### src/sv/keyed_count_slot_table_core_defines.svh
// Assertion helpers shared by the table modules.
// Each macro expects signals named clk and arst_n in the enclosing module.
`ifndef KEYED_COUNT_SLOT_TABLE_CORE_DEFINES_SVH
`define KEYED_COUNT_SLOT_TABLE_CORE_DEFINES_SVH

`define KCST_CHECK(label, cond, msg) \
	label: assert property (@(posedge clk) disable iff (!arst_n) (cond)) else $error(msg);

`define KCST_IMPLIES(label, ante, cons, msg) \
	label: assert property (@(posedge clk) disable iff (!arst_n) (ante) |-> (cons)) \
		else $error(msg);

`define KCST_NEXT(label, ante, cons, msg) \
	label: assert property (@(posedge clk) disable iff (!arst_n) (ante) |=> (cons)) \
		else $error(msg);

`endif

### src/sv/kcst_pkg.sv
package kcst_pkg;

	localparam int SLOTS      = 16;
	localparam int COUNT_BITS = 16;
	localparam int ID_BITS    = 8;

	localparam int CMD_BITS    = 2;
	localparam int TYPE_BITS   = 2;
	localparam int IN_ID_BITS  = 8;
	localparam int AMT_BITS    = 16;
	localparam int QTY_BITS    = 16;
	localparam int STATUS_BITS = 3;
	localparam int INDEX_BITS  = 4;
	localparam int OCC_OUT_BITS = 5;

	localparam int SLOT_BITS = (SLOTS > 1) ? $clog2(SLOTS) : 1;
	localparam int OCC_BITS  = $clog2(SLOTS + 1);
	localparam int WIDE_BITS = ((COUNT_BITS > QTY_BITS) ? COUNT_BITS : QTY_BITS) + 1;

	localparam logic [WIDE_BITS-1:0] COUNT_MAX_W = WIDE_BITS'((64'd1 << COUNT_BITS) - 64'd1);
	localparam logic [WIDE_BITS-1:0] QTY_MAX_W   = WIDE_BITS'((64'd1 << QTY_BITS) - 64'd1);

	localparam int QDEPTH    = 2;
	localparam int QPTR_BITS = (QDEPTH > 1) ? $clog2(QDEPTH) : 1;
	localparam int QCNT_BITS = $clog2(QDEPTH + 1);

	typedef enum logic [CMD_BITS-1:0] {
		CMD_ADD    = 2'd0,
		CMD_REMOVE = 2'd1,
		CMD_QUERY  = 2'd2
	} kcst_cmd_t;

	typedef enum logic [1:0] {
		OP_NOP,
		OP_ADD,
		OP_REMOVE,
		OP_QUERY
	} kcst_opcode_t;

	typedef enum logic [STATUS_BITS-1:0] {
		ST_MERGED = 3'd0,
		ST_NEW    = 3'd1,
		ST_FULL   = 3'd2,
		ST_SHORT  = 3'd3,
		ST_DONE   = 3'd4
	} kcst_status_t;

	typedef enum logic [1:0] {
		BK_IDLE,
		BK_MATCH,
		BK_EXEC,
		BK_RES
	} kcst_bstate_t;

	typedef struct packed {
		kcst_opcode_t           op;
		logic [TYPE_BITS-1:0]   item_type;
		logic [ID_BITS-1:0]     item_id;
		logic [AMT_BITS-1:0]    amount;
	} kcst_op_t;

	typedef struct packed {
		kcst_status_t            status;
		logic [INDEX_BITS-1:0]   slot_index;
		logic [QTY_BITS-1:0]     quantity;
		logic [OCC_OUT_BITS-1:0] occupied_slots;
	} kcst_res_t;

	// Lowest set bit of a slot mask: found flag on top, index below.
	function automatic logic [SLOT_BITS:0] first_set(input logic [SLOTS-1:0] v);
		logic [SLOT_BITS:0] r;
		r = '0;
		for (int i = SLOTS - 1; i >= 0; i--) begin
			if (v[i]) begin
				r = {1'b1, SLOT_BITS'(i)};
			end
		end
		return r;
	endfunction

endpackage

### src/sv/kcst_front.sv
`include "keyed_count_slot_table_core_defines.svh"

module kcst_front import kcst_pkg::*; (
	input  logic                  clk,
	input  logic                  arst_n,
	input  logic                  in_valid,
	output logic                  in_ready,
	input  logic [CMD_BITS-1:0]   command,
	input  logic [TYPE_BITS-1:0]  item_type,
	input  logic [IN_ID_BITS-1:0] item_id,
	input  logic [AMT_BITS-1:0]   amount,
	output logic                  q_valid,
	input  logic                  q_ready,
	output kcst_op_t              q_item
);

	kcst_op_t               mem_q [QDEPTH];
	logic [QPTR_BITS-1:0]   wr_ptr_q;
	logic [QPTR_BITS-1:0]   rd_ptr_q;
	logic [QCNT_BITS-1:0]   cnt_q;
	kcst_op_t               op_d;
	kcst_cmd_t              cmd;
	logic                   push;
	logic                   pop;

	assign cmd = kcst_cmd_t'(command);

	// A zero amount turns add and remove into a no-op; unused codes do the same.
	always_comb begin
		op_d.item_type = item_type;
		op_d.item_id   = ID_BITS'(32'(item_id));
		op_d.amount    = amount;
		case (cmd)
			CMD_ADD:    op_d.op = (amount != '0) ? OP_ADD : OP_NOP;
			CMD_REMOVE: op_d.op = (amount != '0) ? OP_REMOVE : OP_NOP;
			CMD_QUERY:  op_d.op = OP_QUERY;
			default:    op_d.op = OP_NOP;
		endcase
	end

	assign in_ready = (cnt_q != QCNT_BITS'(QDEPTH));
	assign q_valid  = (cnt_q != '0);
	assign q_item   = mem_q[rd_ptr_q];
	assign push     = in_valid && in_ready;
	assign pop      = q_valid && q_ready;

	always_ff @(posedge clk or negedge arst_n) begin
		if (!arst_n) begin
			wr_ptr_q <= '0;
			rd_ptr_q <= '0;
			cnt_q    <= '0;
		end else begin
			if (push) begin
				wr_ptr_q <= (wr_ptr_q == QPTR_BITS'(QDEPTH - 1)) ? '0 : wr_ptr_q + 1'b1;
			end
			if (pop) begin
				rd_ptr_q <= (rd_ptr_q == QPTR_BITS'(QDEPTH - 1)) ? '0 : rd_ptr_q + 1'b1;
			end
			if (push && !pop) begin
				cnt_q <= cnt_q + 1'b1;
			end else if (pop && !push) begin
				cnt_q <= cnt_q - 1'b1;
			end
		end
	end

	always_ff @(posedge clk) begin
		if (push) begin
			mem_q[wr_ptr_q] <= op_d;
		end
	end

	`KCST_CHECK(a_cnt_range, cnt_q <= QCNT_BITS'(QDEPTH), "queue fill count out of range")
	`KCST_NEXT(a_cnt_push, push && !pop, cnt_q == $past(cnt_q) + 1'b1, "push lost")
	`KCST_NEXT(a_cnt_pop, pop && !push, cnt_q == $past(cnt_q) - 1'b1, "pop lost")

endmodule

### src/sv/kcst_back.sv
`include "keyed_count_slot_table_core_defines.svh"

module kcst_back import kcst_pkg::*; (
	input  logic      clk,
	input  logic      arst_n,
	input  logic      q_valid,
	output logic      q_ready,
	input  kcst_op_t  q_item,
	output logic      m_valid,
	input  logic      m_ready,
	output kcst_res_t m_res
);

	kcst_bstate_t              state_q;
	kcst_bstate_t              state_d;
	kcst_op_t                  op_q;
	logic [SLOTS-1:0]          mask_q;
	logic [SLOT_BITS:0]        empty_q;
	logic [QTY_BITS-1:0]       rem_q;
	logic [QTY_BITS-1:0]       total_q;

	logic [SLOTS-1:0]          slot_valid_q;
	logic [TYPE_BITS-1:0]      slot_type_q  [SLOTS];
	logic [ID_BITS-1:0]        slot_id_q    [SLOTS];
	logic [COUNT_BITS-1:0]     slot_count_q [SLOTS];
	logic [OCC_BITS-1:0]       occ_q;

	kcst_status_t              res_status_q;
	logic [SLOT_BITS-1:0]      res_index_q;
	logic [QTY_BITS-1:0]       res_qty_q;
	logic                      out_valid_q;
	kcst_res_t                 out_q;

	logic [SLOTS-1:0]          match_v;
	logic [SLOT_BITS:0]        hit;
	logic                      hit_found;
	logic [SLOT_BITS-1:0]      hit_idx;
	logic [COUNT_BITS-1:0]     hit_count;
	logic [WIDE_BITS-1:0]      cnt_w;
	logic [WIDE_BITS-1:0]      amt_w;
	logic [WIDE_BITS-1:0]      rem_w;
	logic [WIDE_BITS-1:0]      add_sum;
	logic [WIDE_BITS-1:0]      qry_sum;
	logic [COUNT_BITS-1:0]     add_val;
	logic [COUNT_BITS-1:0]     new_val;
	logic                      take_all;

	logic                      finish;
	kcst_status_t              res_status_d;
	logic [SLOT_BITS-1:0]      res_index_d;
	logic [QTY_BITS-1:0]       res_qty_d;
	logic                      wr_en;
	logic                      wr_set;
	logic                      wr_clear;
	logic [SLOT_BITS-1:0]      wr_idx;
	logic [COUNT_BITS-1:0]     wr_count;
	logic                      mask_step;
	logic [QTY_BITS-1:0]       rem_d;
	logic [QTY_BITS-1:0]       total_d;
	logic                      out_load;
	logic [31:0]               idx_ext;
	logic [31:0]               occ_ext;

	always_comb begin
		for (int s = 0; s < SLOTS; s++) begin
			match_v[s] = slot_valid_q[s] && (slot_type_q[s] == op_q.item_type)
				&& (slot_id_q[s] == op_q.item_id);
		end
	end

	// The walk visits the remaining matching slots in index order, one per cycle.
	assign hit       = first_set(mask_q);
	assign hit_found = hit[SLOT_BITS];
	assign hit_idx   = hit[SLOT_BITS-1:0];
	assign hit_count = slot_count_q[hit_idx];

	assign cnt_w    = WIDE_BITS'(hit_count);
	assign amt_w    = WIDE_BITS'(op_q.amount);
	assign rem_w    = WIDE_BITS'(rem_q);
	assign add_sum  = cnt_w + amt_w;
	assign qry_sum  = WIDE_BITS'(total_q) + cnt_w;
	assign add_val  = COUNT_BITS'((add_sum > COUNT_MAX_W) ? COUNT_MAX_W : add_sum);
	assign new_val  = COUNT_BITS'((amt_w > COUNT_MAX_W) ? COUNT_MAX_W : amt_w);
	assign take_all = (cnt_w <= rem_w);

	always_ff @(posedge clk or negedge arst_n) begin
		if (!arst_n) begin
			state_q <= BK_IDLE;
		end else begin
			state_q <= state_d;
		end
	end

	always_comb begin
		state_d      = state_q;
		q_ready      = 1'b0;
		finish       = 1'b0;
		res_status_d = ST_DONE;
		res_index_d  = '0;
		res_qty_d    = '0;
		wr_en        = 1'b0;
		wr_set       = 1'b0;
		wr_clear     = 1'b0;
		wr_idx       = hit_idx;
		wr_count     = add_val;
		mask_step    = 1'b0;
		rem_d        = rem_q;
		total_d      = total_q;
		out_load     = 1'b0;
		case (state_q)
			BK_IDLE: begin
				q_ready = 1'b1;
				if (q_valid) begin
					state_d = BK_MATCH;
				end
			end
			BK_MATCH: begin
				state_d = BK_EXEC;
			end
			BK_EXEC: begin
				case (op_q.op)
					OP_ADD: begin
						finish = 1'b1;
						if (hit_found) begin
							wr_en        = 1'b1;
							res_status_d = ST_MERGED;
							res_index_d  = hit_idx;
						end else if (empty_q[SLOT_BITS]) begin
							wr_en        = 1'b1;
							wr_set       = 1'b1;
							wr_idx       = empty_q[SLOT_BITS-1:0];
							wr_count     = new_val;
							res_status_d = ST_NEW;
							res_index_d  = empty_q[SLOT_BITS-1:0];
						end else begin
							res_status_d = ST_FULL;
						end
					end
					OP_REMOVE: begin
						if (hit_found && (rem_q != '0)) begin
							wr_en     = 1'b1;
							mask_step = 1'b1;
							if (take_all) begin
								wr_clear = 1'b1;
								rem_d    = QTY_BITS'(rem_w - cnt_w);
							end else begin
								wr_count = COUNT_BITS'(cnt_w - rem_w);
								rem_d    = '0;
							end
						end else begin
							finish       = 1'b1;
							res_status_d = (rem_q != '0) ? ST_SHORT : ST_DONE;
							res_qty_d    = rem_q;
						end
					end
					OP_QUERY: begin
						if (hit_found) begin
							mask_step = 1'b1;
							total_d   = (qry_sum > QTY_MAX_W) ? QTY_MAX_W[QTY_BITS-1:0]
								: QTY_BITS'(qry_sum);
						end else begin
							finish    = 1'b1;
							res_qty_d = total_q;
						end
					end
					default: begin
						finish = 1'b1;
					end
				endcase
				if (finish) begin
					state_d = BK_RES;
				end
			end
			BK_RES: begin
				if (!out_valid_q || m_ready) begin
					out_load = 1'b1;
					state_d  = BK_IDLE;
				end
			end
			default: begin
				state_d = BK_IDLE;
			end
		endcase
	end

	always_ff @(posedge clk or negedge arst_n) begin
		if (!arst_n) begin
			slot_valid_q <= '0;
			occ_q        <= '0;
			out_valid_q  <= 1'b0;
		end else begin
			if (wr_en && wr_set) begin
				slot_valid_q[wr_idx] <= 1'b1;
				occ_q                <= occ_q + OCC_BITS'(1);
			end else if (wr_en && wr_clear) begin
				slot_valid_q[wr_idx] <= 1'b0;
				occ_q                <= occ_q - OCC_BITS'(1);
			end
			if (out_load) begin
				out_valid_q <= 1'b1;
			end else if (m_ready) begin
				out_valid_q <= 1'b0;
			end
		end
	end

	always_ff @(posedge clk) begin
		if (state_q == BK_IDLE && q_valid) begin
			op_q    <= q_item;
			rem_q   <= q_item.amount;
			total_q <= '0;
		end else if (state_q == BK_EXEC) begin
			rem_q   <= rem_d;
			total_q <= total_d;
		end
		if (state_q == BK_MATCH) begin
			mask_q  <= match_v;
			empty_q <= first_set(~slot_valid_q);
		end else if (mask_step) begin
			mask_q <= mask_q & ~(SLOTS'(1) << hit_idx);
		end
		if (wr_en && !wr_clear) begin
			slot_count_q[wr_idx] <= wr_count;
			if (wr_set) begin
				slot_type_q[wr_idx] <= op_q.item_type;
				slot_id_q[wr_idx]   <= op_q.item_id;
			end
		end
		if (finish) begin
			res_status_q <= res_status_d;
			res_index_q  <= res_index_d;
			res_qty_q    <= res_qty_d;
		end
		if (out_load) begin
			out_q.status         <= res_status_q;
			out_q.slot_index     <= idx_ext[INDEX_BITS-1:0];
			out_q.quantity       <= res_qty_q;
			out_q.occupied_slots <= occ_ext[OCC_OUT_BITS-1:0];
		end
	end

	assign idx_ext = 32'(res_index_q);
	assign occ_ext = 32'(occ_q);
	assign m_valid = out_valid_q;
	assign m_res   = out_q;

	`KCST_CHECK(a_occ_count, occ_q == OCC_BITS'($countones(slot_valid_q)), "occupancy drift")
	`KCST_IMPLIES(a_single_key, state_q == BK_EXEC, $onehot0(mask_q), "key held in two slots")
	`KCST_NEXT(a_add_one_step, state_q == BK_EXEC && op_q.op == OP_ADD, state_q == BK_RES,
		"add did not finish in one step")

endmodule

### src/sv/keyed_count_slot_table_core.sv
// Keyed count slot table: 16 slots of {type, id, count} cleared at once by reset, so items
// are taken right after reset with no clearing pass. Items enter a two-deep queue and run
// on a sequencer that handles one item at a time: fetch, a parallel key compare over all
// slots, then one step per slot touched, then the result is placed in the output register.
// Add, query of a missing key and ignored commands finish in one execute step; remove and query
// take one more step for each matching slot visited (a key lives in at most one slot). The
// sequencer walks matching slots one per cycle and loads each result before the next item.
// Counts saturate at their maximum and query totals at 65535.
`include "keyed_count_slot_table_core_defines.svh"

module keyed_count_slot_table_core import kcst_pkg::*; (
	input  logic        clk,
	input  logic        arst_n,
	input  logic        s_tvalid,
	output logic        s_tready,
	input  logic [1:0]  s_tuser,   // command
	input  logic [31:0] s_tdata,   // item_type [1:0], item_id [9:2], amount [25:10]
	output logic        m_tvalid,
	input  logic        m_tready,
	output logic [2:0]  m_tuser,   // status
	output logic [31:0] m_tdata    // slot_index [3:0], quantity [19:4], occupied_slots [24:20]
);

	logic      q_valid;
	logic      q_ready;
	kcst_op_t  q_item;
	kcst_res_t res;

	kcst_front u_front (
		.clk       (clk),
		.arst_n    (arst_n),
		.in_valid  (s_tvalid),
		.in_ready  (s_tready),
		.command   (s_tuser),
		.item_type (s_tdata[1:0]),
		.item_id   (s_tdata[9:2]),
		.amount    (s_tdata[25:10]),
		.q_valid   (q_valid),
		.q_ready   (q_ready),
		.q_item    (q_item)
	);

	kcst_back u_back (
		.clk     (clk),
		.arst_n  (arst_n),
		.q_valid (q_valid),
		.q_ready (q_ready),
		.q_item  (q_item),
		.m_valid (m_tvalid),
		.m_ready (m_tready),
		.m_res   (res)
	);

	assign m_tuser = res.status;
	assign m_tdata = {7'd0, res.occupied_slots, res.quantity, res.slot_index};

endmodule

### config.mk
export PLATFORM = sky130hd
export DESIGN_NAME = keyed_count_slot_table_core
export DESIGN_NICKNAME = d
export VERILOG_FILES = /design/src/sv/kcst_pkg.sv /design/src/sv/kcst_front.sv /design/src/sv/kcst_back.sv /design/src/sv/keyed_count_slot_table_core.sv
export VERILOG_INCLUDE_DIRS = /design/src /design/src/sv
export SDC_FILE = /design/constraint.sdc
export NUM_CORES = 1
export LEC_CHECK = 0
export BUFFER_PORTS_ARGS = -buffer_cell sky130_fd_sc_hd__clkbuf_2
export CORE_UTILIZATION = 41
export DETAILED_ROUTE_END_ITERATION = 8
export GPL_TIMING_DRIVEN = 0
export SLEW_MARGIN = 20
export SYNTH_ARGS = -nofsm -noshare
export SYNTH_HDL_FRONTEND = slang
export SYNTH_SLANG_ARGS = --single-unit
export TNS_END_PERCENT = 100
### constraint.sdc
create_clock -name clk -period 10.1 [get_ports clk]
set_input_delay 2.02 -clock clk [delete_from_list [all_inputs] [get_ports clk]]
set_output_delay 2.02 -clock clk [all_outputs]
set_load 0.03 [all_outputs]
[After elaboration in Yosys (flattened, before gate mapping)]
Memory sizes are Yosys's and may differ from the RTL's.
Index checks and enable logic that the tools add are counted.
Widths: inputs -> output; s select.
Operators by class
  add/subtract/negate cells: 10
  order comparisons: 6
  eq/ne operators: 44
  shift operators: 1
  muxes and demuxes: 110
  bitwise logic cells: 6
  reductions and logical operators: 67
Operators with widths (number)
  $mux 16: 19
  $eq 8x8->1: 16
  $mux 5: 19
  $pmux 16 s2: 2
  $mux 4: 13
  $not 16->16: 3
  $logic_and 1x1->1: 42
  $add 16x16->17: 2
  $gt 17x16->1 const B: 2
  $mux 1: 34
  $and 16x16->16: 2
  $eq 2x2->1: 16
  $reduce_bool 16->1: 2
  $sub 16x16->16: 2
  $mux 3: 7
  $mux 2: 9
  $gt 16x16->1 const B: 1
  $le 16x16->1: 1
  $or 16x16->16: 1
  $reduce_bool 2->1: 8
  $shl 1x4->16 const A: 1
  $reduce_or 15->1: 1
  $eq 2x2->1 const B: 5
  $reduce_and 3->1: 3
  22 further kinds: 33
Storage, ports and cells
  register bits: 160
  RAM bits: 472
  input port bits: 38
  output and inout port bits: 37
  word-level logic and storage cells: 274
  memories: 4
Memories
  u_back.slot_count_q: words 16, bits a word 16, rd ports 1, clocked after Yosys merged registers in 0, write ports 1, RTL line kcst_back.sv:25  | logic [COUNT_BITS-1:0] slot_count_q [SLOTS];
  u_back.slot_id_q: words 16, bits a word 8, rd ports 16, clocked after Yosys merged registers in 0, write ports 1, RTL line kcst_back.sv:24  | logic [ID_BITS-1:0] slot_id_q [SLOTS];
  u_front.mem_q: words 2, bits a word 28, rd ports 1, clocked after Yosys merged registers in 0, write ports 1, RTL line kcst_front.sv:17  | kcst_op_t mem_q [QDEPTH];
  u_back.slot_type_q: words 16, bits a word 2, rd ports 16, clocked after Yosys merged registers in 0, write ports 1, RTL line kcst_back.sv:23  | logic [TYPE_BITS-1:0] slot_type_q [SLOTS];

[Depth between registers and ports, before layout]
Gate-level depths: netlist of the first run.
  depth in word-level cells: 28
  depth in mapped cells: 24
  gate-level depth less buffers: 21

[By module]
From an unflattened synthesis of the first run, not the netlist that was laid out.
Second synthesis, totals
  cells, all modules: 2172
  area, all modules: 29081.6 sq um
Modules (own cells, without submodules)
  kcst_back: instances 1, cells an instance 2050, area each 26708.1 sq um, seq. area each 16896.2 sq um
  kcst_front: instances 1, cells an instance 114, area each 2317.2 sq um, seq. area each 1781.7 sq um
  keyed_count_slot_table_core: instances 1, cells an instance 8, area each 56.3 sq um, seq. area each 0.0 sq um

[Worst setup path after synthesis of the first run]
Ideal clock, no wire load.
  path kind: register -> register
  start point: register u_back.mask_q[7]
  end point: memory u_back.slot_count_q[10][0] (enable)
  setup time: 0.409 ns
  arrival: 5.619 ns
  data required time: 9.691 ns
  setup slack: 4.071 ns
  stages on the path, launching flop included: 21
  path buffers: 4
  clock period less this slack: 6.029 ns
  path through: edfxtp_1 or4_1 or3_1 clkbuf_1 nor2_1 buf_2 a32o_1 a31oi_1 and3_1 ha_1 clkbuf_1 nor2b_1 o31a_1 o221a_2 a2111oi_4 nor2_2 nand4_1 o21ai_0 nand2_1 buf_2 nor3_1
Between the ends
  longest elaborated chain between the ends: 18
  elaborated cells between the ends (all ways): 27
  classes of those cells: 1 x order compare; 22 x mux; 3 x reduce/logical; 1 x memory
RTL lines
  from (decl): RTL line kcst_back.sv:17  | logic [SLOTS-1:0] mask_q;
  from (signal assigned): RTL line kcst_back.sv:217  | mask_q <= match_v;
  from (signal assigned): RTL line kcst_back.sv:220  | mask_q <= mask_q & ~(SLOTS'(1) << hit_idx);
  $mux 5 * (8 in series): RTL line kcst_pkg.sv:74  | if (v[i]) begin
  $mem_v2 16x16
  $le 16x16->1: RTL line kcst_back.sv:84  | assign take_all = (cnt_w <= rem_w);
  $mux 1: RTL line kcst_back.sv:143  | if (take_all) begin
  $mux 1: RTL line kcst_back.sv:140  | if (hit_found && (rem_q != '0)) begin
  $mux 1: RTL line kcst_back.sv:121  | case (op_q.op)
  $mux 1: RTL line kcst_back.sv:110  | case (state_q)
  $logic_not 1->1: RTL line kcst_back.sv:222  | if (wr_en && !wr_clear) begin
  $logic_and 1x1->1: RTL line kcst_back.sv:222
  $mux 1: RTL line kcst_back.sv:222
  $mux 1 (implied by the code): RTL line kcst_back.sv:223  | slot_count_q[wr_idx] <= wr_count;
  to (decl): RTL line kcst_back.sv:25
Mark *: on every way between the ends. The rest lies on a longest branch, timed or not.

[Final worst setup path of the first run]
  start point: register u_back.mask_q[11]
  end point: memory u_back.slot_count_q[14][14] (data pin)
Between the ends
  longest elaborated chain between the ends: 20
  elaborated cells between the ends (all ways): 25
  classes of those cells: 2 x add/sub; 2 x order compare; 19 x mux; 1 x reduce/logical; 1 x memory
RTL lines
  $mux 5 * (12 in series): RTL line kcst_pkg.sv:74
  $mem_v2 16x16
  $add 16x16->17: RTL line kcst_back.sv:80  | assign add_sum = cnt_w + amt_w;
  $gt 17x16->1: RTL line kcst_back.sv:82  | assign add_val = COUNT_BITS'((add_sum > COUNT_MAX_W) ? COUNT_MAX_W : add_sum);
  $mux 16: RTL line kcst_back.sv:82
  $mux 16 (on tied branches): RTL line kcst_back.sv:143, kcst_back.sv:128
  $mux 16 (on tied branches): RTL line kcst_back.sv:140, kcst_back.sv:124
  $pmux 16 s2: RTL line kcst_back.sv:121
  $mux 16 *: RTL line kcst_back.sv:110
  named net u_back.wr_count[14]: RTL line kcst_back.sv:56  | logic [COUNT_BITS-1:0] wr_count;
The timed path passes the listed nets; every way through them passes the cells marked *.

==> results of run 1 <==
## worst min path at each step
stage / to / slack (ns)
2_1_floorplan: u_back.m_res[10] / 0.40
3_3_place_gp: u_back.m_res[8] / 0.40
3_5_place_dp: u_back.m_res[5] / 0.41
4_1_cts: u_back.m_res[15] / 0.42
5_1_grt: u_back.m_res[15] / 0.42
6_report: u_back.m_res[16] / 0.42
## placed cells by master, fill, tap and decap left out, types with 13 or more instances in the layout
master and n:
edfxtp_1 588, nand2_1 176, xnor2_1 150, nor2_1 117, clkbuf_1 89, a21oi_1 85
mux2i_1 81, ha_1 74, nand3_1 69, clkbuf_16 67, o21ai_0 65, clkbuf_2 63
xor2_1 63, inv_1 44, nand4_1 39, mux2_2 29, dfrtp_1 28, nor4_1 27
nand2b_1 24, a31oi_1 23, a21o_1 23, nor3_1 22, buf_4 20, buf_6 18
buf_2 18, and3_1 18, a221oi_1 17, nor3_2 17, a22o_1 17, a32o_1 16
a22oi_1 16, dfxtp_1 16, o21ai_1 13
## final cells by class
type | count | area, µm²
buffer | 103 | 464
clock buffer | 88 | 1770
clock inverter | 30 | 355
fill | 6038 | 36100
inverter | 45 | 169
multi-input combinational | 1367 | 9680
sequential | 632 | 18700
tap | 931 | 1160
timing repair buffer | 94 | 677
## state kept, by name, indices dropped and copies added (netlist names), 3 cells and up, named ones only
name,count
u_back.total_q,16
u_front.mem_q,56
u_back.res_qty_q,16
u_back.slot_count_q,256
u_back.amt_w,16
u_back.occ_q,5
u_back.slot_type_q,32
u_back.empty_q,5
u_back.res_status_q,3
u_back.mask_q,16
u_back.res_index_q,4
u_back.op_q,12
u_back.rem_q,16
u_back.slot_id_q,128
u_back.m_res,28
## critical path, delay by kind of cell (launching register included)
| family | cells | cell delay (ns) |
|---|---|---|
| AO/OA/AOI/OAI | 10 | 3.87 |
| AND/OR/NAND/NOR | 6 | 1.55 |
| buffers and inverters | 3 | 1.09 |
| flip-flops | 1 | 0.43 |
| XOR/XNOR | 1 | 0.37 |
| adder cells (fa/ha/maj) | 1 | 0.30 |
## cell usage after synthesis, drive strengths merged (7+ instances only)
cell	number	area [µm²]
buf	32	195
nand2b	28	200
dfxtp	16	320
clkbuf	71	267
o21a	9	67.6
nor3	39	225
o22ai	12	75.1
and3	20	130
a211oi	7	52.6
dfrtp	28	701
xnor2	150	1310
mux2	29	327
nor2b	12	75.1
xor2	63	552
a21oi	87	443
a21o	25	190
nand4	39	244
inv	44	165
o211ai	11	82.6
nand2	176	661
ha	74	926
mux2i	81	811
edfxtp	588	17700
nand3	72	383
and2	8	52.6
o31ai	13	103
a32o	16	160
a22oi	16	120
o21ai	80	404
a221oi	18	164
nor4	28	190
a22o	17	149
a31oi	23	144
nor2	130	503
o21bai	9	67.6
## cell families (layout without fill, tap and decap cells)
family	count (synthesis)	in the layout	share of synthesized area (%)
compound gates	384	384	9.04
xor+xnor	213	213	6.48
fa+ha+maj	79	79	3.56
buf+inv	148	360	2.19
flops	632	632	64.9
mux	110	110	3.95
other cells	1	7	0.0130
simple gates	574	574	9.88
## routing by layer
metal / wire length [µm] / global-route usage (%)
met2: 36300 / 34.5
met4: 2180 / 7.78
met3: 5180 / 3.51
met1: 35200 / 31.1
met5: 0 / 0
## metrics by stage
| stage | worst slack (ns) | util [%] |
|---|---|---|
| detailed placement | 2.31 | 44.6 |
| global placement | 1.09 | 43.8 |
| global route | 1.67 | 47.7 |
| finish | 2.11 | 47.7 |
| CTS | 2.25 | 47.7 |
| floorplan | 4.07 | - |
==> results.py, run 1 <==
metrics = {
    "outcome": {
        "status": "finished, final reports clean",
    },
    "timing": {
        "period_share_pct": 79.1,
        "finalClockSkew_ns": 0.0348,
        "worst_pin_slew_ns": 1.17,
        "holdWs_ns": 0.418,
        "fin_crit_ns": 7.99,
        "fmax_ghz": 0.125,
        "fin_setup_tns_ns": 0,
        "final-setup-viol-count": 0,
        "finalHoldViolCount": 0,
        "grt_setup_unrepaired": "false",
        "report.final.slew_viol_count": 0,
        "relSlewSlack_pct": 21.8,
    },
    "global_routing": {
        "antenna_found_initial": 2,
        "grt_pass1_wl_um": 115000,
        "grt_overflow": 0,
        "track_usage_pct": 22.1,
        "grt_pass1_vias": 17700,
        "grt_max_degree": 29,
    },
    "clock_network": {
        "cts_buffers": 67,
        "cts_root_buffer": "clkbuf_16",
        "cts.reportedPaths.clkPinSlew_ns": 0.06,
        "clkSinkCount": 632,
        "clkLatencyLatePin_ns": 0.62,
        "cts_resized": 0,
        "h-tree-depth": 3,
        "cts_tree": "done",
        "post_cts_buffers": 0,
        "cts_max_path_buffers": 3,
        "cts_hold_buf": 0,
    },
    "logic_synthesis": {
        "avgSynthCellArea_um2": 13.4,
        "synth_ff_type": "edfxtp_1",
        "async_flop_share_pct": 4.43,
        "ys_seq_elements": 632,
        "synthCells": 2141,
        "syn-cell-area_um2": 28800,
        "synth_edf_count": 588,
        "yosysWarnings": 0,
        "ys_seq_area_share_pct": 64.9,
        "synth_cell_types": 87,
    },
    "setup_path": {
        "critPathLaunchType": "flop",
        "startpoint": "u_back.mask_q[11]",
        "cpPeakStageDelay_ns": 0.83,
        "path_class": "reg -> reg",
        "worst-path-max-fanout": 16,
        "cp.arrival_ns": 8.24,
        "endpoint": "u_back.slot_count_q[14][14]",
        "rr_startpoint": "u_back.mask_q[11]",
        "cp_slowest_cell": "o31a_1",
        "required_ns": 10.36,
        "path_cells": "nor2_1 > a221oi_1 > o311ai_1 > nand2_1 > o21bai_1 > clkbuf_1 > clkbuf_1 > nand2_1 > a31oi_1 > and3_1 > ha_1 > buf_2 > a21o_1 > or3_1 > o221a_2 > a2111oi_0 > nor3_1 > xor2_1 > o21ai_1 > a211oi_1 > o31a_1",
        "reg2reg_to": "u_back.slot_count_q[14][14]",
        "r2r_setup_slack_ns": 2.11,
        "r2r_cells": 21,
        "critPathCaptureType": "flop",
    },
    "cells_and_area": {
        "layout-drive-gt1-share_pct": 13.5,
        "antenna_cells": 0,
        "instances_no_fill": 3290,
        "postLayoutCellArea_um2": 33000,
        "nNetsFinal": 2427,
        "syn_to_final_growth_pct": 14.5,
    },
    "floorplanning": {
        "core-area_um2": 69100,
        "ioPinCount": 75,
        "row_count": 96,
        "start_util_pct": 41.7,
        "die_area_um2": 71300,
        "die_w_um": 267,
        "chipHeight_um": 267,
    },
    "placed_design": {
        "io_buffers": 61,
        "dp.cells": 3172,
        "placedInstanceArea_um2": 30800,
        "hpwl_um": 57400,
        "gp_congestion": 0.946,
    },
    "routing": {
        "drc_errors": 0,
        "routedWlPerCell_um": 24.0,
        "vias_per_cell": 5.60,
        "totalWireLength_um": 78800,
        "vias": 18400,
        "drt_iter0_markers": 1943,
        "drt_pre_antenna_iters": 6,
        "ant_nets": 0,
    },
    "job": {
        "max_cap_viol_count": 0,
    },
    "hold_path": {
        "whs_path_depth": 0,
        "hold_start": "u_back.res_qty_q[11]",
        "hold_path.class": "reg -> reg",
    },
}
Power of run 1 is not shown: default switching activity piles up to over one toggle a cycle in this logic, so the estimate is an artifact.
==> run 2: changes to the inputs <==
- clock period: 10.1 -> 8 ns (I/O delays scaled with it)
==> run 2 against run 1 <==
  * Die area unchanged
  * Via count rose by 0.41%
  * Maximum frequency up 4.7%
  * Worst hold slack about the same
  * Final cell count unchanged
  * Design area grew 0.12%
  * Utilization rose by 0.056 points
==> results.py, run 2 (synthesis results as in run 1) <==
metrics = {
    "routing": {
        "vias_per_cell": 5.63,
        "totalWireLength_um": 78700,
        "drt_iter0_markers": 2027,
        "ant_nets": 0,
        "drc_errors": 0,
        "drt_pre_antenna_iters": 5,
        "vias": 18500,
        "routedWlPerCell_um": 23.9,
    },
    "setup_path": {
        "critPathCaptureType": "flop",
        "path_class": "reg -> reg",
        "worst-path-max-fanout": 10,
        "cp.arrival_ns": 7.94,
        "required_ns": 8.31,
        "critPathLaunchType": "flop",
    },
    "placed_design": {
        "gp_congestion": 0.946,
        "io_buffers": 61,
        "hpwl_um": 57400,
    },
    "clock_network": {
        "cts_resized": 0,
        "cts_max_path_buffers": 3,
        "cts_root_buffer": "clkbuf_16",
        "h-tree-depth": 3,
        "clkSinkCount": 632,
        "cts_buffers": 67,
        "clkLatencyLatePin_ns": 0.62,
        "post_cts_buffers": 0,
        "cts_tree": "done",
        "cts_hold_buf": 0,
        "cts.reportedPaths.clkPinSlew_ns": 0.06,
    },
    "global_routing": {
        "grt_max_degree": 29,
        "grt_pass1_vias": 17700,
        "track_usage_pct": 22.1,
        "grt_pass1_wl_um": 115000,
        "grt_overflow": 0,
        "antenna_found_initial": 2,
    },
    "floorplanning": {
        "row_count": 96,
        "die_area_um2": 71300,
        "start_util_pct": 41.7,
        "die_w_um": 267,
        "core-area_um2": 69100,
        "chipHeight_um": 267,
        "ioPinCount": 75,
    },
    "timing": {
        "final-setup-viol-count": 0,
        "fmax_ghz": 0.131,
        "fin_crit_ns": 7.63,
        "relSlewSlack_pct": 23.7,
        "finalClockSkew_ns": 0.0385,
        "finalHoldViolCount": 0,
        "worst_pin_slew_ns": 1.15,
        "grt_setup_unrepaired": "false",
        "report.final.slew_viol_count": 0,
        "period_share_pct": 95.4,
        "holdWs_ns": 0.418,
    },
    "cells_and_area": {
        "largest_reg_flops": 256,
        "reg_top3": "u_back.slot_count_q x256, u_back.slot_id_q x128, u_front.mem_q x56",
        "final_cell_mix": "588 x edfxtp_1, 176 x nand2_1, 150 x xnor2_1",
        "syn_to_final_growth_pct": 14.6,
        "layout-drive-gt1-share_pct": 13.8,
        "nNetsFinal": 2427,
        "fill_cells": 6034,
        "final_util_pct": 47.8,
        "final_common_cell": "edfxtp_1",
        "antenna_cells": 0,
        "regMostFlops": "u_back.slot_count_q",
    },
    "outcome": {
        "status": "finished, final reports clean",
    },
    "hold_path": {
        "hold_path.class": "reg -> reg",
    },
    "job": {
        "max_cap_viol_count": 0,
    },
}
-- run 2: cell count changes in the layout (fill, tap and decap cells not counted) --
cell	change
nor3_4	+2
nor3_2	-2
o31a_2	+1
clkbuf_2	+2
o31a_1	-1
a31oi_1	-2
o21bai_1	-1
buf_1	-1
a31oi_2	+2
clkbuf_1	-1
o21bai_2	+1
nor4_2	+1
nor4_1	-1
-- run 2: area by class of cell --
| type | instances | area, µm² | area share (%) |
|---|---|---|---|
| Inverter | 45 | 169 | 0.512 |
| Sequential cell | 632 | 18700 | 56.6 |
| Tap cell | 931 | 1160 | 3.53 |
| Multi-Input combinational cell | 1367 | 9710 | 29.4 |
| Clock buffer | 88 | 1770 | 5.35 |
| Clock inverter | 30 | 355 | 1.08 |
| Timing Repair Buffer | 94 | 677 | 2.05 |
| Buffer | 103 | 467 | 1.41 |
-- run 2: stage by stage --
| stage | TNS, ns | setup WS, ns | cells | area, µm² |
|---|---|---|---|---|
| 2_1_floorplan | 0 | 1.97 | 2147 | 28800 |
| 3_3_place_gp | -139.51 | -1.01 | 3139 | 30300 |
| 3_5_place_dp | 0 | 0.212 | 3172 | 30800 |
| 4_1_cts | 0 | 0.147 | 3290 | 32900 |
| 5_1_grt | 0 | 0.0290 | 3290 | 33000 |
| 6_report | 0 | 0.371 | 3290 | 33000 |
-- run 2: worst paths after layout --
check | from | end | slack (ns) | cells past startpoint
worst max-delay path | u_back.mask_q[2] | u_back.slot_count_q[2][14] | 0.37 | 21
worst min-delay path | u_back.res_qty_q[11] | u_back.m_res[16] | 0.42 | 0
worst max register to register | u_back.mask_q[2] | u_back.slot_count_q[2][14] | 0.37 | 21
worst min register to register | u_back.res_qty_q[11] | u_back.m_res[16] | 0.42 | 0
max in group asynchronous | arst_n | asynchronous set/reset pin | 6.38 | 1
min in group asynchronous | arst_n | asynchronous set/reset pin | 1.09 | 1
-- run 2: per-layer routing --
layer / part of all wire [%] / up-vias / GRT usage (%)
met5: 0 / - / 0
met2: 46 / 713 / 34.5
met4: 2.9 / 0 / 7.78
met1: 44 / 9314 / 31.1
li1: - / 8371 / -
met3: 6.9 / 116 / 3.51
-- run 2: worst max-delay path: stages, from the launching register on --
cell,delay [ns]
edfxtp_1,0.53
or4_4,0.58
buf_6,0.17
nor2_1,0.16
nand2_1,0.20
nor2_1,0.64
clkbuf_1,0.50
a221oi_1,0.31
and3_1,0.40
ha_1,0.33
clkbuf_1,0.33
nor2b_1,0.28
o31a_1,0.22
o221a_2,0.30
a2111oi_4,0.09
nor2_2,0.38
nand4_1,0.23
o21ai_0,0.15
nand2_1,0.28
buf_2,0.33
nor2_2,0.62
buf_6,0.24
Power of run 2 is left out for the same reason.
==> run 3: changes to the inputs <==
- CORE_UTILIZATION: 41 -> 40
- CTS_CLUSTER_SIZE: not set -> 28
- GPL_TIMING_DRIVEN: 0 -> not set
==> run 3 against run 2 <==
  * Utilization fell by 1.9 points
  * Worst hold slack worse by 0.0065 ns
  * Worst setup slack better by 0.56 ns
  * Clock skew decreased by 0.016 ns
  * Wire length decreased by 16%
  * Final cell count decreased by 1.2%
  * Non-clock buffer count shrank 66
  * Critical path depth decreased by 1
  * Critical path type unchanged
  * Via count decreased by 5.9%
  * Sequential cell count did not move
  * Design area is 0.89% lower
  * First-iteration DRC count fell by 33%
==> results.py, run 3 (synthesis results as in run 1) <==
metrics = {
    "timing": {
        "fin_crit_ns": 7.07,
        "period_share_pct": 88.4,
        "holdWs_ns": 0.412,
        "worst_pin_slew_ns": 1.01,
        "relSlewSlack_pct": 32.5,
        "fmax_ghz": 0.141,
        "final-setup-viol-count": 0,
        "finalClockSkew_ns": 0.0226,
        "grt_setup_unrepaired": "false",
        "report.final.slew_viol_count": 0,
        "fin_setup_tns_ns": 0,
        "finalHoldViolCount": 0,
    },
    "clock_network": {
        "cts_resized": 0,
        "cts_max_path_buffers": 3,
        "post_cts_buffers": 0,
        "clkLatencyLatePin_ns": 0.61,
        "cts_buffers": 68,
        "cts_tree": "done",
        "clkSinkCount": 632,
        "h-tree-depth": 3,
        "cts_root_buffer": "clkbuf_16",
        "cts_hold_buf": 0,
        "cts.reportedPaths.clkPinSlew_ns": 0.06,
    },
    "cells_and_area": {
        "reg_top3": "u_back.slot_count_q x256, u_back.slot_id_q x128, u_front.mem_q x56",
        "regMostFlops": "u_back.slot_count_q",
        "syn_to_final_growth_pct": 13.6,
        "fill_cells": 6298,
        "final_common_cell": "edfxtp_1",
        "final_cell_mix": "588 x edfxtp_1, 175 x nand2_1, 150 x xnor2_1",
        "nNetsFinal": 2362,
        "largest_reg_flops": 256,
        "layout-drive-gt1-share_pct": 13.5,
    },
    "placed_design": {
        "gp_congestion": 0.877,
        "hpwl_um": 45900,
        "io_buffers": 61,
    },
    "global_routing": {
        "top_usage_layer": "met2",
        "grt_pass1_wl_um": 101000,
        "track_usage_pct": 18.0,
        "grt_pass1_vias": 17200,
        "grt_overflow": 0,
        "grtUsageMet1_pct": 24.9,
        "grt_max_degree": 45,
        "antenna_found_initial": 0,
        "met3_usage_pct": 3.15,
        "met2_usage_pct": 29.1,
    },
    "hold_path": {
        "whs_path_depth": 0,
        "hold_start": "u_back.res_qty_q[13]",
        "hold-path-endpoint": "u_back.m_res[18]",
        "hold_path.class": "reg -> reg",
    },
    "routing": {
        "vias_per_cell": 5.36,
        "drt_pre_antenna_iters": 8,
        "drt_iter0_markers": 1355,
        "drc_errors": 0,
        "routedWlPerCell_um": 20.3,
        "totalWireLength_um": 66000,
        "ant_nets": 0,
        "vias": 17400,
    },
    "floorplanning": {
        "ioPinCount": 75,
        "die_area_um2": 73100,
        "row_count": 98,
        "start_util_pct": 40.3,
        "core-area_um2": 71400,
        "chipHeight_um": 270,
        "die_w_um": 270,
    },
    "setup_path": {
        "r2r_cells": 20,
        "r2r_setup_slack_ns": 0.93,
        "path_class": "reg -> reg",
        "rr_startpoint": "u_back.mask_q[11]",
        "reg2reg_to": "u_back.slot_count_q[9][11]",
        "cp.arrival_ns": 7.33,
        "worst-path-max-fanout": 22,
        "required_ns": 8.26,
        "critPathCaptureType": "flop",
        "critPathLaunchType": "flop",
    },
    "outcome": {
        "status": "finished, final reports clean",
    },
    "job": {
        "max_cap_viol_count": 0,
    },
}
run 3: worst max-delay path by stage:
stage	start	endpoint	slack, ns
after floorplan	u_back.mask_q[7]	u_back.slot_count_q[10][0]	1.97
after global placement	u_back.mask_q[11]	u_back.slot_count_q[2][15]	1.10
after detailed placement	u_back.mask_q[13]	u_back.slot_count_q[2][15]	0.99
after CTS	u_back.mask_q[11]	u_back.slot_count_q[10][15]	0.93
after global routing	u_back.mask_q[11]	u_back.slot_count_q[7][8]	0.55
final	u_back.mask_q[11]	u_back.slot_count_q[9][11]	0.93
run 3: per-stage QoR:
step | cells | area, µm² | util, % | worst slack, ns
2_1_floorplan | 2147 | 28800 | - | 1.97
3_3_place_gp | 3125 | 30500 | 42.7 | 1.10
3_5_place_dp | 3125 | 30500 | 42.7 | 0.992
4_1_cts | 3249 | 32700 | 45.8 | 0.934
5_1_grt | 3249 | 32700 | 45.8 | 0.546
6_report | 3250 | 32700 | 45.8 | 0.926
run 3: final cells by class:
type / instances / area (µm²) / area share (%)
inverter: 45 / 169 / 0.517
multi-input combinational: 1367 / 9610 / 29.4
sequential: 632 / 18700 / 57.1
timing repair buffer: 131 / 843 / 2.58
antenna: 1 / 2.50 / 0.00765
clock inverter: 37 / 364 / 1.11
tap: 950 / 1190 / 3.64
clock buffer: 87 / 1840 / 5.61
run 3: worst max-delay path, stage by stage (launching register included):
cell,delay (ns)
edfxtp_1,0.44
nor2_1,0.13
a221oi_1,0.10
o311ai_1,0.63
nand2_4,0.41
buf_4,0.35
mux2i_1,0.14
a22o_1,0.24
a221oi_1,0.56
nand3_1,0.44
fa_1,0.50
nor2b_1,0.20
o31a_1,0.22
o221a_2,0.32
a2111oi_4,0.10
nor2_2,0.36
nand3_1,0.25
a21boi_0,0.51
buf_4,0.29
o21ai_0,0.11
a22o_1,0.40
run 3: layer usage:
| metal | routed length (µm) | part of all wire [%] | vias up |
|---|---|---|---|
| li1 | - | - | 8258 |
| met1 | 30700 | 47 | 8621 |
| met2 | 31000 | 47 | 450 |
| met3 | 3150 | 4.8 | 89 |
| met4 | 1170 | 1.8 | 0 |
| met5 | 0 | 0 | - |
Power of run 3 is left out for the same reason.
